### src/mcsr_pkg.sv
package mcsr_pkg;

    // Field widths
    localparam int SAMPLE_W  = 10;
    localparam int VREF_W    = 13;
    localparam int MVPA_W    = 10;
    localparam int CUR_W     = 20;

    // Configuration port
    localparam int CFG_IDX_W = 2;
    localparam int CFG_W     = VREF_W;

    typedef enum logic [CFG_IDX_W-1:0] {
        REG_VREF_MV    = 2'd0,
        REG_MV_PER_AMP = 2'd1
    } t_reg_idx;

    localparam logic [VREF_W-1:0] VREF_RST = VREF_W'(3300);
    localparam logic [MVPA_W-1:0] MVPA_RST = MVPA_W'(100);

    // Window and converter scaling
    localparam int WINDOW_DEF = 31;
    localparam int ADC_STEPS  = 1 << SAMPLE_W;
    localparam int MA_PER_A   = 1000;
    localparam int MA_W       = $clog2(MA_PER_A + 1);
    localparam int MAG_W      = SAMPLE_W + 1;
    localparam int P1_W       = MAG_W + VREF_W;
    localparam int P2_W       = P1_W + MA_W;
    localparam int DEN_SHIFT  = $clog2(2 * ADC_STEPS);
    localparam int NUM_W      = P2_W - DEN_SHIFT;
    localparam int STEP_W     = $clog2(NUM_W);

    localparam int OUT_MAX     = (1 << (CUR_W - 1)) - 1;
    localparam int OUT_MIN_MAG = 1 << (CUR_W - 1);

    // Median handoff from the sorter to the queue
    typedef struct packed {
        logic                push;
        logic [SAMPLE_W-1:0] code;
    } t_med_push;

    // Queue status seen by the arithmetic side
    typedef struct packed {
        logic                empty;
        logic                full;
        logic [SAMPLE_W-1:0] code;
    } t_q_stat;

    typedef enum logic [2:0] {
        BK_IDLE,
        BK_MUL1,
        BK_MUL2,
        BK_DIV,
        BK_OUT
    } t_back_state;

endpackage

### src/median_current_sensor_reader_core.sv
// Median current reader for a Hall sensor. Pulse i_start with a 10-bit ADC code
// on i_sample; the sample is taken on any edge where o_busy is low, normally one
// sample every cycle. Every WINDOW samples (31 by default) the block reports the
// median code of the window and the current it stands for, in signed milliamps
// truncated toward zero and saturated to 20 bits, then starts a fresh window.
// The result appears for exactly one cycle with o_valid high and cannot be held
// off, so capture it on that cycle. The median comes from an insertion-sorted
// row of cells that takes one sample per cycle while o_busy is low; the current
// is worked out by a separate unit (two multiplies and a 23-step restoring
// divide by mv_per_amp) that steps through its idle, multiply, divide and output
// states, then registers o_valid. A two-entry queue sits between the
// sorter and the arithmetic; o_busy rises only when both entries are waiting,
// which needs windows shorter than the arithmetic time. Write vref_mv (index 0)
// and mv_per_amp (index 1) only while no window result is outstanding; the
// config channel is always ready. A zero mv_per_amp reports zero current.
module median_current_sensor_reader_core
    import mcsr_pkg::*;
#(
    parameter int WINDOW = WINDOW_DEF
) (
    input  logic                    i_clk,
    input  logic                    i_rst_n,
    input  logic                    i_start,
    output logic                    o_busy,
    input  logic [SAMPLE_W-1:0]     i_sample,
    input  logic                    i_cfg_valid,
    output logic                    o_cfg_ready,
    input  logic [CFG_IDX_W-1:0]    i_cfg_index,
    input  logic [CFG_W-1:0]        i_cfg_data,
    output logic                    o_valid,
    output logic signed [CUR_W-1:0] o_current_ma,
    output logic [SAMPLE_W-1:0]     o_median_code
);

    logic [VREF_W-1:0] r_vref_mv;
    logic [MVPA_W-1:0] r_mv_per_amp;
    logic              take;
    logic              pop;
    t_med_push         med;
    t_q_stat           q_stat;

    // Accept a sample beat unless the queue is full.
    assign o_busy      = q_stat.full;
    assign take        = i_start && !o_busy;
    assign o_cfg_ready = 1'b1;

    // Configuration registers; unknown indexes drop the beat.
    always_ff @(posedge i_clk) begin
        if (!i_rst_n) begin
            r_vref_mv    <= VREF_RST;
            r_mv_per_amp <= MVPA_RST;
        end else if (i_cfg_valid && o_cfg_ready) begin
            case (t_reg_idx'(i_cfg_index))
                REG_VREF_MV:    r_vref_mv    <= i_cfg_data[VREF_W-1:0];
                REG_MV_PER_AMP: r_mv_per_amp <= i_cfg_data[MVPA_W-1:0];
                default: begin
                    r_vref_mv    <= r_vref_mv;
                    r_mv_per_amp <= r_mv_per_amp;
                end
            endcase
        end
    end

    // Front: sorted window, hands the median on when the window closes.
    mcsr_sorter #(
        .WINDOW(WINDOW)
    ) u_sorter (
        .i_clk   (i_clk),
        .i_rst_n (i_rst_n),
        .i_take  (take),
        .i_sample(i_sample),
        .o_med   (med)
    );

    // Hold medians until the arithmetic is free.
    mcsr_queue u_queue (
        .i_clk  (i_clk),
        .i_rst_n(i_rst_n),
        .i_med  (med),
        .i_pop  (pop),
        .o_stat (q_stat)
    );

    // Back: code to milliamps.
    mcsr_convert u_convert (
        .i_clk        (i_clk),
        .i_rst_n      (i_rst_n),
        .i_q          (q_stat),
        .o_pop        (pop),
        .i_vref_mv    (r_vref_mv),
        .i_mv_per_amp (r_mv_per_amp),
        .o_strobe     (o_valid),
        .o_current_ma (o_current_ma),
        .o_median_code(o_median_code)
    );

`ifndef SYNTHESIS
    // The converter finishes at most one window per pass, so results never abut.
    a_no_back_to_back: assert property (@(posedge i_clk) disable iff (!i_rst_n)
        o_valid |=> !o_valid)
        else $error("result strobe high on two cycles in a row");

    // A closing window never meets a full queue.
    a_no_lost_median: assert property (@(posedge i_clk) disable iff (!i_rst_n)
        med.push |-> !q_stat.full)
        else $error("median pushed into a full queue");

    // Zero sensitivity reports zero current.
    a_zero_sens: assert property (@(posedge i_clk) disable iff (!i_rst_n)
        (o_valid && (r_mv_per_amp == '0)) |-> (o_current_ma == '0))
        else $error("nonzero current with zero sensitivity");
`endif

endmodule

### src/mcsr_sorter.sv
module mcsr_sorter
    import mcsr_pkg::*;
#(
    parameter int WINDOW = WINDOW_DEF
) (
    input  logic                i_clk,
    input  logic                i_rst_n,
    input  logic                i_take,
    input  logic [SAMPLE_W-1:0] i_sample,
    output t_med_push           o_med
);

    localparam int CW   = $clog2(WINDOW);
    localparam int MED  = (WINDOW - 1) / 2;
    localparam logic [CW-1:0] LAST = CW'(WINDOW - 1);

    logic [SAMPLE_W-1:0] r_cell [WINDOW];
    logic [SAMPLE_W-1:0] n_cell [WINDOW];
    logic [CW-1:0]       r_fill;
    logic [CW-1:0]       n_fill;
    logic [WINDOW-1:0]   above;

    // Insert the new sample into the sorted row: cells above it shift up one place.
    always_comb begin
        for (int i = 0; i < WINDOW; i++) begin
            above[i] = (CW'(i) >= r_fill) || (r_cell[i] > i_sample);
        end
        n_cell[0] = (above[0]) ? i_sample : r_cell[0];
        for (int i = 1; i < WINDOW; i++) begin
            if ((CW'(i) <= r_fill) && above[i]) begin
                n_cell[i] = above[i-1] ? r_cell[i-1] : i_sample;
            end else begin
                n_cell[i] = r_cell[i];
            end
        end
    end

    assign n_fill       = (r_fill == LAST) ? '0 : r_fill + CW'(1);
    assign o_med.push   = i_take && (r_fill == LAST);
    assign o_med.code   = n_cell[MED];

    always_ff @(posedge i_clk) begin
        if (!i_rst_n) begin
            r_fill <= '0;
        end else if (i_take) begin
            r_fill <= n_fill;
        end
    end

    always_ff @(posedge i_clk) begin
        if (i_take) begin
            r_cell <= n_cell;
        end
    end

endmodule

### src/mcsr_queue.sv
module mcsr_queue
    import mcsr_pkg::*;
(
    input  logic      i_clk,
    input  logic      i_rst_n,
    input  t_med_push i_med,
    input  logic      i_pop,
    output t_q_stat   o_stat
);

    logic [SAMPLE_W-1:0] r_slot [2];
    logic                r_wr;
    logic                r_rd;
    logic [1:0]          r_cnt;
    logic                wr_en;
    logic                rd_en;

    assign wr_en = i_med.push && (r_cnt != 2'd2);
    assign rd_en = i_pop && (r_cnt != 2'd0);

    assign o_stat.empty = (r_cnt == 2'd0);
    assign o_stat.full  = (r_cnt == 2'd2);
    assign o_stat.code  = r_slot[r_rd];

    always_ff @(posedge i_clk) begin
        if (!i_rst_n) begin
            r_wr  <= 1'b0;
            r_rd  <= 1'b0;
            r_cnt <= 2'd0;
        end else begin
            if (wr_en) begin
                r_wr <= ~r_wr;
            end
            if (rd_en) begin
                r_rd <= ~r_rd;
            end
            r_cnt <= r_cnt + {1'b0, wr_en} - {1'b0, rd_en};
        end
    end

    always_ff @(posedge i_clk) begin
        if (wr_en) begin
            r_slot[r_wr] <= i_med.code;
        end
    end

endmodule

### src/mcsr_convert.sv
module mcsr_convert
    import mcsr_pkg::*;
(
    input  logic                    i_clk,
    input  logic                    i_rst_n,
    input  t_q_stat                 i_q,
    output logic                    o_pop,
    input  logic [VREF_W-1:0]       i_vref_mv,
    input  logic [MVPA_W-1:0]       i_mv_per_amp,
    output logic                    o_strobe,
    output logic signed [CUR_W-1:0] o_current_ma,
    output logic [SAMPLE_W-1:0]     o_median_code
);

    localparam logic [STEP_W-1:0] STEP_LAST = STEP_W'(NUM_W - 1);
    localparam logic [SAMPLE_W:0] STEPS_2X  = (SAMPLE_W + 1)'(ADC_STEPS);

    t_back_state         r_state;
    t_back_state         n_state;
    logic [SAMPLE_W-1:0] r_med;
    logic                r_neg;
    logic [MAG_W-1:0]    r_mag;
    logic [P1_W-1:0]     r_p1;
    logic [NUM_W-1:0]    r_quo;
    logic [MVPA_W-1:0]   r_rem;
    logic [STEP_W-1:0]   r_step;
    logic                r_strobe;
    logic [CUR_W-1:0]    r_cur;
    logic [SAMPLE_W-1:0] r_code;

    logic                n_strobe;
    logic [SAMPLE_W:0]   twice;
    logic [P2_W-1:0]     p2;
    logic [MVPA_W:0]     trial;
    logic [MVPA_W:0]     dvsr;
    logic                ge;
    logic [MVPA_W:0]     diff;
    logic [NUM_W-1:0]    lim;
    logic [CUR_W-1:0]    mag20;
    logic [CUR_W-1:0]    cur;

    // Next state
    always_comb begin
        n_state = r_state;
        case (r_state)
            BK_IDLE: begin
                if (!i_q.empty) begin
                    n_state = BK_MUL1;
                end
            end
            BK_MUL1: n_state = BK_MUL2;
            BK_MUL2: n_state = BK_DIV;
            BK_DIV: begin
                if (r_step == STEP_LAST) begin
                    n_state = BK_OUT;
                end
            end
            BK_OUT:  n_state = BK_IDLE;
            default: n_state = BK_IDLE;
        endcase
    end

    // Outputs of the sequencer
    always_comb begin
        o_pop    = 1'b0;
        n_strobe = 1'b0;
        case (r_state)
            BK_IDLE: o_pop    = !i_q.empty;
            BK_OUT:  n_strobe = 1'b1;
            default: begin
                o_pop    = 1'b0;
                n_strobe = 1'b0;
            end
        endcase
    end

    // Datapath
    assign twice = {i_q.code, 1'b0};
    assign p2    = P2_W'(r_p1) * P2_W'(MA_PER_A);
    assign trial = {r_rem, r_quo[NUM_W-1]};
    assign dvsr  = {1'b0, i_mv_per_amp};
    assign ge    = (trial >= dvsr);
    assign diff  = trial - dvsr;

    always_comb begin
        if (r_neg) begin
            lim = (r_quo > NUM_W'(OUT_MIN_MAG)) ? NUM_W'(OUT_MIN_MAG) : r_quo;
        end else begin
            lim = (r_quo > NUM_W'(OUT_MAX)) ? NUM_W'(OUT_MAX) : r_quo;
        end
        mag20 = lim[CUR_W-1:0];
        if (i_mv_per_amp == '0) begin
            cur = '0;
        end else if (r_neg) begin
            cur = -mag20;
        end else begin
            cur = mag20;
        end
    end

    always_ff @(posedge i_clk) begin
        if (!i_rst_n) begin
            r_state  <= BK_IDLE;
            r_strobe <= 1'b0;
        end else begin
            r_state  <= n_state;
            r_strobe <= n_strobe;
        end
    end

    always_ff @(posedge i_clk) begin
        case (r_state)
            BK_IDLE: begin
                r_med <= i_q.code;
                r_neg <= (twice < STEPS_2X);
                r_mag <= (twice < STEPS_2X) ? MAG_W'(STEPS_2X - twice)
                                            : MAG_W'(twice - STEPS_2X);
            end
            BK_MUL1: begin
                r_p1 <= P1_W'(r_mag) * P1_W'(i_vref_mv);
            end
            BK_MUL2: begin
                r_quo  <= p2[P2_W-1:DEN_SHIFT];
                r_rem  <= '0;
                r_step <= '0;
            end
            BK_DIV: begin
                r_rem  <= ge ? diff[MVPA_W-1:0] : trial[MVPA_W-1:0];
                r_quo  <= {r_quo[NUM_W-2:0], ge};
                r_step <= r_step + STEP_W'(1);
            end
            BK_OUT: begin
                r_cur  <= cur;
                r_code <= r_med;
            end
            default: begin
                r_step <= r_step;
            end
        endcase
    end

    assign o_strobe      = r_strobe;
    assign o_current_ma  = r_cur;
    assign o_median_code = r_code;

endmodule
### config.mk
export PLATFORM = sky130hd
export DESIGN_NAME = median_current_sensor_reader_core
export DESIGN_NICKNAME = d
export VERILOG_FILES = /design/src/mcsr_pkg.sv /design/src/median_current_sensor_reader_core.sv /design/src/mcsr_sorter.sv /design/src/mcsr_queue.sv /design/src/mcsr_convert.sv
export SDC_FILE = /design/constraint.sdc
export NUM_CORES = 1
export LEC_CHECK = 0
export BUFFER_PORTS_ARGS = -buffer_cell sky130_fd_sc_hd__buf_2
export CAP_MARGIN = 0
export CORE_MARGIN = 5
export CORE_UTILIZATION = 50
export CTS_CLUSTER_DIAMETER = 50
export DETAILED_ROUTE_END_ITERATION = 7
export GPL_TIMING_DRIVEN = 1
export HOLD_SLACK_MARGIN = 0.03
export MAX_ROUTING_LAYER = met4
export PLACE_DENSITY = 0.74
export SLEW_MARGIN = 20
export SYNTH_ARGS = -nofsm -noshare
export SYNTH_HDL_FRONTEND = slang
export SYNTH_HIERARCHICAL = 1
export SYNTH_SLANG_ARGS = --single-unit
### constraint.sdc
create_clock -name i_clk -period 14.5 [get_ports i_clk]
set_input_delay 2.9 -clock i_clk [delete_from_list [all_inputs] [get_ports i_clk]]
set_output_delay 2.9 -clock i_clk [all_outputs]
set_load 0.005 [all_outputs]
# Yosys cells after proc, flatten, opt, wreduce, memory -nomap -nowiden

Memory sizes are Yosys's and may differ from the RTL's. A register that Yosys moved wholly into a read port is not among the register bits.
Cells that the tools add are included.

Flip-flop bits (word level): 310
Bits in writable memories: 20
Input bits: 29
Output and inout port bits: 33
Word-level logic and storage cells: 204
Memories kept: 1

Memories:

| memory         | depth | bits a word | rd ports | clocked after Yosys merged registers in | wr ports | line             | source |
|---|---|---|---|---|---|---|---|
| u_queue.r_slot | 2     | 10          | 1        | 1                                       | 1        | mcsr_queue.sv:11 | `logic [SAMPLE_W-1:0] r_slot [2];` |

Add/sub/neg operators: 8
Multipliers: 2
Order comparisons: 51
Equal/unequal tests: 11
Muxes and demuxes: 35
Bitwise operators: 2
Reductions and logical operators: 61

Operators with widths:

| cell                                                             | number |
|---|---|
| two-way mux 10 bit                                               | 17 |
| greater-than comparator 10 bit                                   | 16 |
| two-way mux 20 bit                                               | 4 |
| case mux 23 bit (2 select lines)                                 | 1 |
| greater-or-equal comparator 4 x 5 -> 1 bit, first input constant | 8 |
| less-or-equal comparator 4 x 5 -> 1 bit, first input constant    | 8 |
| AND reduction 2 bit                                              | 18 |
| multiplier 24 x 7 -> 31 bit, second input constant               | 1 |
| multiplier 11 x 13 -> 24 bit                                     | 1 |
| greater-than comparator 23 x 19 -> 1 bit, second input constant  | 1 |
| greater-than comparator 23 x 20 -> 1 bit, second input constant  | 1 |
| greater-or-equal comparator 3 x 5 -> 1 bit, first input constant | 4 |
| less-or-equal comparator 3 x 5 -> 1 bit, first input constant    | 4 |
| negator 20 bit                                                   | 1 |
| case mux 10 bit (2 select lines)                                 | 1 |
| logical AND 1 bit                                                | 19 |
| logical OR 1 bit                                                 | 16 |
| case mux 3 bit (4 select lines)                                  | 1 |
| greater-or-equal comparator 11 x 10 -> 1 bit                     | 1 |
| less-than comparator 11 bit, second input constant               | 1 |
| two-way mux 11 bit                                               | 1 |
| subtractor 11 bit, first input constant                          | 1 |
| subtractor 11 bit, second input constant                         | 1 |
| adder 5 x 1 -> 5 bit, second input constant                      | 2 |
| other kinds (25)                                                 | 41 |

# Logic depth before layout (Yosys ltp)

Depth after elaboration: 7
Depth in mapped cells: 20
Mapped depth without buffers: 19

# Modules after synthesis

Netlist, hierarchy kept.

Modules (own cells, without submodules):

| module                            | instances | cells an instance | area each (um^2) | sequential area each (um^2) |
|---|---|---|---|---|
| mcsr_convert                      | 1         | 1355              | 13402.9          | 3413.3 |
| mcsr_sorter                       | 1         | 873               | 10934.2          | 4904.7 |
| mcsr_queue                        | 1         | 58                | 957.2            | 700.7 |
| median_current_sensor_reader_core | 1         | 94                | 947.2            | 460.4 |

# Worst setup path after synthesis

Ideal clock, no wire load.

Path kind: in2reg
Start point: input i_sample[4]
End point: register u_sorter/r_cell[160] in the netlist's numbering (enable)
Library setup time: 0.392 ns
Arrival time: 5.465 ns
Data required time: 14.108 ns
Path slack: 8.642 ns
Stages: 9
Path buffers: 1
Path through: clkbuf_1 -> inv_1 -> ha_1 -> nand4_1 -> o21bai_1 -> a31oi_1 -> nor2b_1 -> or3b_2 -> a21boi_0

Longest elaborated chain between the ends: 4

Ends and longest elaborated chain:

| what                                 | line                                    | source |
|---|---|---|
| from (decl)                          | median_current_sensor_reader_core.sv:25 | `input logic [SAMPLE_W-1:0] i_sample,` |
| greater-than comparator 10 bit       | mcsr_sorter.sv:26                       | `above[i] = (CW'(i) >= r_fill) \|\| (r_cell[i] > i_sample);` |
| logical OR 1 bit                     | mcsr_sorter.sv:26                       |  |
| logical AND 1 bit                    | mcsr_sorter.sv:30                       | `if ((CW'(i) <= r_fill) && above[i]) begin` |
| AND reduction 2 bit (no source line) | n/a                                     |  |
| to (signal assigned)                 | mcsr_sorter.sv:52                       | `r_cell <= n_cell;` |
| to (decl)                            | mcsr_sorter.sv:17                       | `logic [SAMPLE_W-1:0] r_cell [WINDOW];` |

Every way passes these cells.
A chain may end at the register's enable or synchronous reset.

# Final worst setup path

Start point: register u_convert.r_mag[7]
End point: register u_convert.r_p1[23] (data pin)

Longest elaborated chain between the ends: 1

Ends and longest elaborated chain:

| what                         | line                | source |
|---|---|---|
| from (decl)                  | mcsr_convert.sv:22  | `logic [MAG_W-1:0] r_mag;` |
| from (signal assigned)       | mcsr_convert.sv:116 | `r_mag <= (twice < STEPS_2X) ? MAG_W'(STEPS_2X - twice)` |
| multiplier 11 x 13 -> 24 bit | mcsr_convert.sv:120 | `r_p1 <= P1_W'(r_mag) * P1_W'(i_vref_mv);` |
| to (signal assigned)         | mcsr_convert.sv:120 |  |
| to (decl)                    | mcsr_convert.sv:23  | `logic [P1_W-1:0] r_p1;` |

Every way passes these cells.

==> reports/results.tsv <==
stage	metric	value	unit
drt	vias	18300	
clocking	cts_tree	yes	
placed_design	gp_congestion	0.888	
critical_path	rr_worst_depth	18	
timing	tns	0	ns
synthesis	ys_types	90	
timing	grt_setup_unrepaired	no	
min_path	min_path_type	reg2reg	
power_and_ir_drop	leakage	12.5	nW
clocking	cts_max_level	2	
clocking	clock-sinks	328	
critical_path	r2r_start	u_convert/r_mag[7]	
timing	fin_worst_skew	0.0245	ns
drt	ant_nets	0	
drt	wire_per_inst	19.7	um
power_and_ir_drop	peakVddDrop	0.0000912	V
clocking	cts_resized	0	
finish	area_delta_synth_final	9.94	%
finish	fillers	4349	
timing	final-hold-violation-count	0	
floorplanning	fp.dieW	239	um
timing	fmax	166	MHz
global_route	grt_pass1_vias	19400	
floorplanning	io-pin-count	62	
synthesis	ys.flop_type	edfxtp_1	
timing	slew_headroom	0.282	
timing	worstMarginPinSlew	1.08	ns
global_route	grt.total_usage	0.226	
outcome	status	completed	
synthesis	synth_seq_cells	328	
critical_path	path_class	reg2reg	
clocking	clk_latency	0.61	ns
floorplanning	core_area	0.0522	sq mm
critical_path	cp.required	14.83	ns
finish	num-nets-final	2940	
critical_path	crit_path_start	u_convert/r_mag[7]	
critical_path	cpPeakStageDelay	0.60	ns
drt	firstDrtPassIters	7	
clocking	cts_buffers	48	
synthesis	synthTopCellsByArea	edfxtp_1, ha_1, fa_1, mux2_2, inv_1	
drt	routed_wl	62.4	mm
critical_path	crit_path_end_kind	register	
drt	drc	0	
drt	drt_first_iter_violations	1115	
clocking	cts-hold-fix-buffers	0	
synthesis	synth-async-reset-ratio	0	
floorplanning	row_count	84	
synthesis	synth_nets	2889	
critical_path	r2r_setup_slack	8.48	ns
synthesis	synth_seq_area_share	0.361	
power_and_ir_drop	power.density	90.3	mW/mm^2
critical_path	critPathLaunchType	register	
global_route	grt_pass1_wl	101	mm
power_and_ir_drop	power	2.61	mW
power_and_ir_drop	comb_power_share	0.148	
critical_path	cpMostUsedCell	fa_1	
synthesis	syn_inst	2380	
flow_run	maxCapViolations	0	
placed_design	placed_area	0.0272	sq mm
placed_design	post-place-cells	3069	
clocking	root_buffer	clkbuf_16	
power_and_ir_drop	internal_power	1.89	mW
placed_design	place.detailed.hpwl	45.6	mm
power_and_ir_drop	power_frac_clock	0.445	
timing	fin_crit_sh	0.415	
synthesis	synth_enable_flop_cells	291	
finish	layoutNonFillerInstCount	3161	
power_and_ir_drop	power_frac_seq	0.407	
synthesis	avgSynthCellArea	11.0	sq um
timing	finalSetupViolCount	0	
finish	final_area	0.0288	sq mm
critical_path	critPathSlowestCell	edfxtp_1	
global_route	grt_max_degree	46	
critical_path	critPathCapture	u_convert/r_p1[23]	
critical_path	cp_max_fo	13	
synthesis	netlist.area_leader.share	0.333	
floorplanning	start_util	0.502	
timing	min_period	6.02	ns
power_and_ir_drop	p_switching	0.714	mW
floorplanning	dieArea	0.0572	sq mm
global_route	antenna_found_initial	1	
critical_path	worst_r2r_endpoint	u_convert/r_p1[23]	
power_and_ir_drop	swShare	0.274	
critical_path	cp.arrival	6.35	ns
drt	vias_per_cell	5.78	
placed_design	port_buffers	60	
clocking	cts_setup_buffers	0	
critical_path	path_cells	and2_1 -> fa_1 -> inv_1 -> fa_1 -> inv_1 -> fa_1 -> fa_1 -> inv_1 -> fa_1 -> inv_1 -> ha_1 -> or3_1 -> nor3_1 -> o21ai_1 -> nor3b_1 -> nor3_1 -> nor3_1 -> or3b_1	
synthesis	synthesis.area	0.0262	sq mm
finish	drive_gt1_frac	0.147	
floorplanning	die_y	239	um
timing	finalMaxSlewViolations	0	
global_route	overflow	0	
synthesis	yosys.area.top_type	edfxtp_1	
synthesis	yosys_warnings	6	
clocking	cts_max_path_buffers	3	
clocking	clk_pin_slew_worst_paths	0.06	ns
stage by stage:
step,utilization,worst slack [ns],hold WS (ns)
after global routing,0.552,8.24,0.428
after floorplan,-,8.64,0.400
after detailed placement,0.521,7.99,0.412
after CTS,0.552,8.51,0.426
after global placement,0.521,8.12,0.408
final,0.552,8.48,0.422
cell families (layout without fill, tap and decap cells):
logic type	count (synthesis)	in the layout	synth area share
compound gates	356	356	0.0896
flops	328	328	0.361
simple gates	567	567	0.109
fa+ha+maj	480	480	0.277
buf+inv	382	472	0.0564
other cells	1	4	0.000143
xor+xnor	62	62	0.0207
mux	204	204	0.0859
cell type report:
type,count,area [sq um],area share
Tap cell,688,861,0.0298
Multi-Input combinational cell,1670,15300,0.530
Inverter,305,1140,0.0397
Sequential cell,328,9480,0.329
Clock buffer,60,1330,0.0461
Antenna cell,3,7.51,0.000260
Timing Repair Buffer,78,435,0.0151
Clock inverter,29,289,0.0100
synth_stat cells, types with 5 or more instances:
master,instances
a31oi_1,9
a211oi_1,5
o22a_1,5
o21ai_1,17
nand4_1,39
and4_1,7
o21ai_0,41
edfxtp_1,291
nand2_1,146
nand3_1,33
dfxtp_1,37
or3_1,10
mux2i_1,34
nor2_1,132
o21bai_1,6
fa_1,169
a21boi_0,9
o31ai_1,8
ha_1,311
mux2_2,170
and2_1,69
a21oi_1,117
clkbuf_1,58
nor4_1,6
buf_2,12
xnor2_1,34
o211ai_1,13
a21o_1,62
o21a_1,10
xor2_1,28
o211a_1,5
nand2b_1,10
nor2b_1,35
nor3_1,34
and3_1,19
inv_1,305
or2_2,5
sequential cells by signal (all words and copies together) (netlist names), 2 cells and up, named ones only:
signal                   flops
r_mv_per_amp                10
r_vref_mv                   13
u_convert/o_current_ma      20
u_convert/o_median_code     10
u_convert/r_mag              9
u_convert/r_med             10
u_convert/r_p1              23
u_convert/r_quo             23
u_convert/r_rem             10
u_convert/r_state            3
u_convert/r_step             5
u_queue/r_cnt                2
u_queue/r_slot              20
u_sorter/r_cell            160
u_sorter/r_fill              5
power by group through the flow:
| stage | clock (mW) | combinational (mW) | sequential [mW] |
|---|---|---|---|
| floorplan | 0 | 0.290 | 1.07 |
| global placement | 0 | 0.365 | 1.08 |
| detailed placement | 0 | 0.378 | 1.08 |
| CTS | 1.18 | 0.384 | 1.06 |
| global route | 1.23 | 0.433 | 1.06 |
| finish | 1.16 | 0.386 | 1.06 |
worst max-delay path, delay by kind of cell, from the launching register on:
family | cells | cell delay [ns]
AOI/OAI and AO/OA | 1 | 0.17
buffers and inverters | 4 | 0.20
and+or+nand+nor | 7 | 1.96
DFF | 1 | 0.60
adders and majority gates | 6 | 2.81
worst min path at each step:
stage          cells past startpoint                          to  slack [ns]               start
2_1_floorplan                      0  u_convert/o_median_code[1]        0.40  u_convert/r_med[1]
3_3_place_gp                       0  u_convert/o_median_code[3]        0.41  u_convert/r_med[3]
3_5_place_dp                       0  u_convert/o_median_code[7]        0.41  u_convert/r_med[7]
4_1_cts                            0  u_convert/o_median_code[7]        0.43  u_convert/r_med[7]
5_1_grt                            0  u_convert/o_median_code[7]        0.43  u_convert/r_med[7]
6_report                           0  u_convert/o_median_code[7]        0.42  u_convert/r_med[7]
routing by layer:
metal / track usage / vias up / part of all wire
met1: 0.278 / 9075 / 0.42
met3: 0.0356 / 182 / 0.052
met5: - / - / 0
li1: - / 8464 / -
met4: 0.0877 / 0 / 0.041
met2: 0.375 / 561 / 0.49
layout by cell type, fill, tap and decap left out, types with 6 or more instances in the layout:
cell         n
inv_1      305
or3_1       10
clkinv_2     7
nor2b_1     34
and2_1      68
o21bai_1     6
nor4_1       6
a21oi_1    117
buf_2       60
a21o_1      62
o21ai_0     41
o31ai_1      8
fa_1       169
o211ai_1    13
o21ai_1     17
o21a_1      10
dfxtp_1     37
nand4_1     39
edfxtp_1   291
nand2_1    146
clkbuf_1     6
nand2b_1    10
clkbuf_16   50
ha_1       311
a21boi_0     9
xnor2_1     34
mux2_2     170
nor3_1      33
mux2i_1     34
a31oi_1      9
buf_4       18
nand3_1     33
and3_1      19
xor2_1      28
nor2_1     131
and4_1       7
Note: power is estimated with default switching activity, not from simulation.
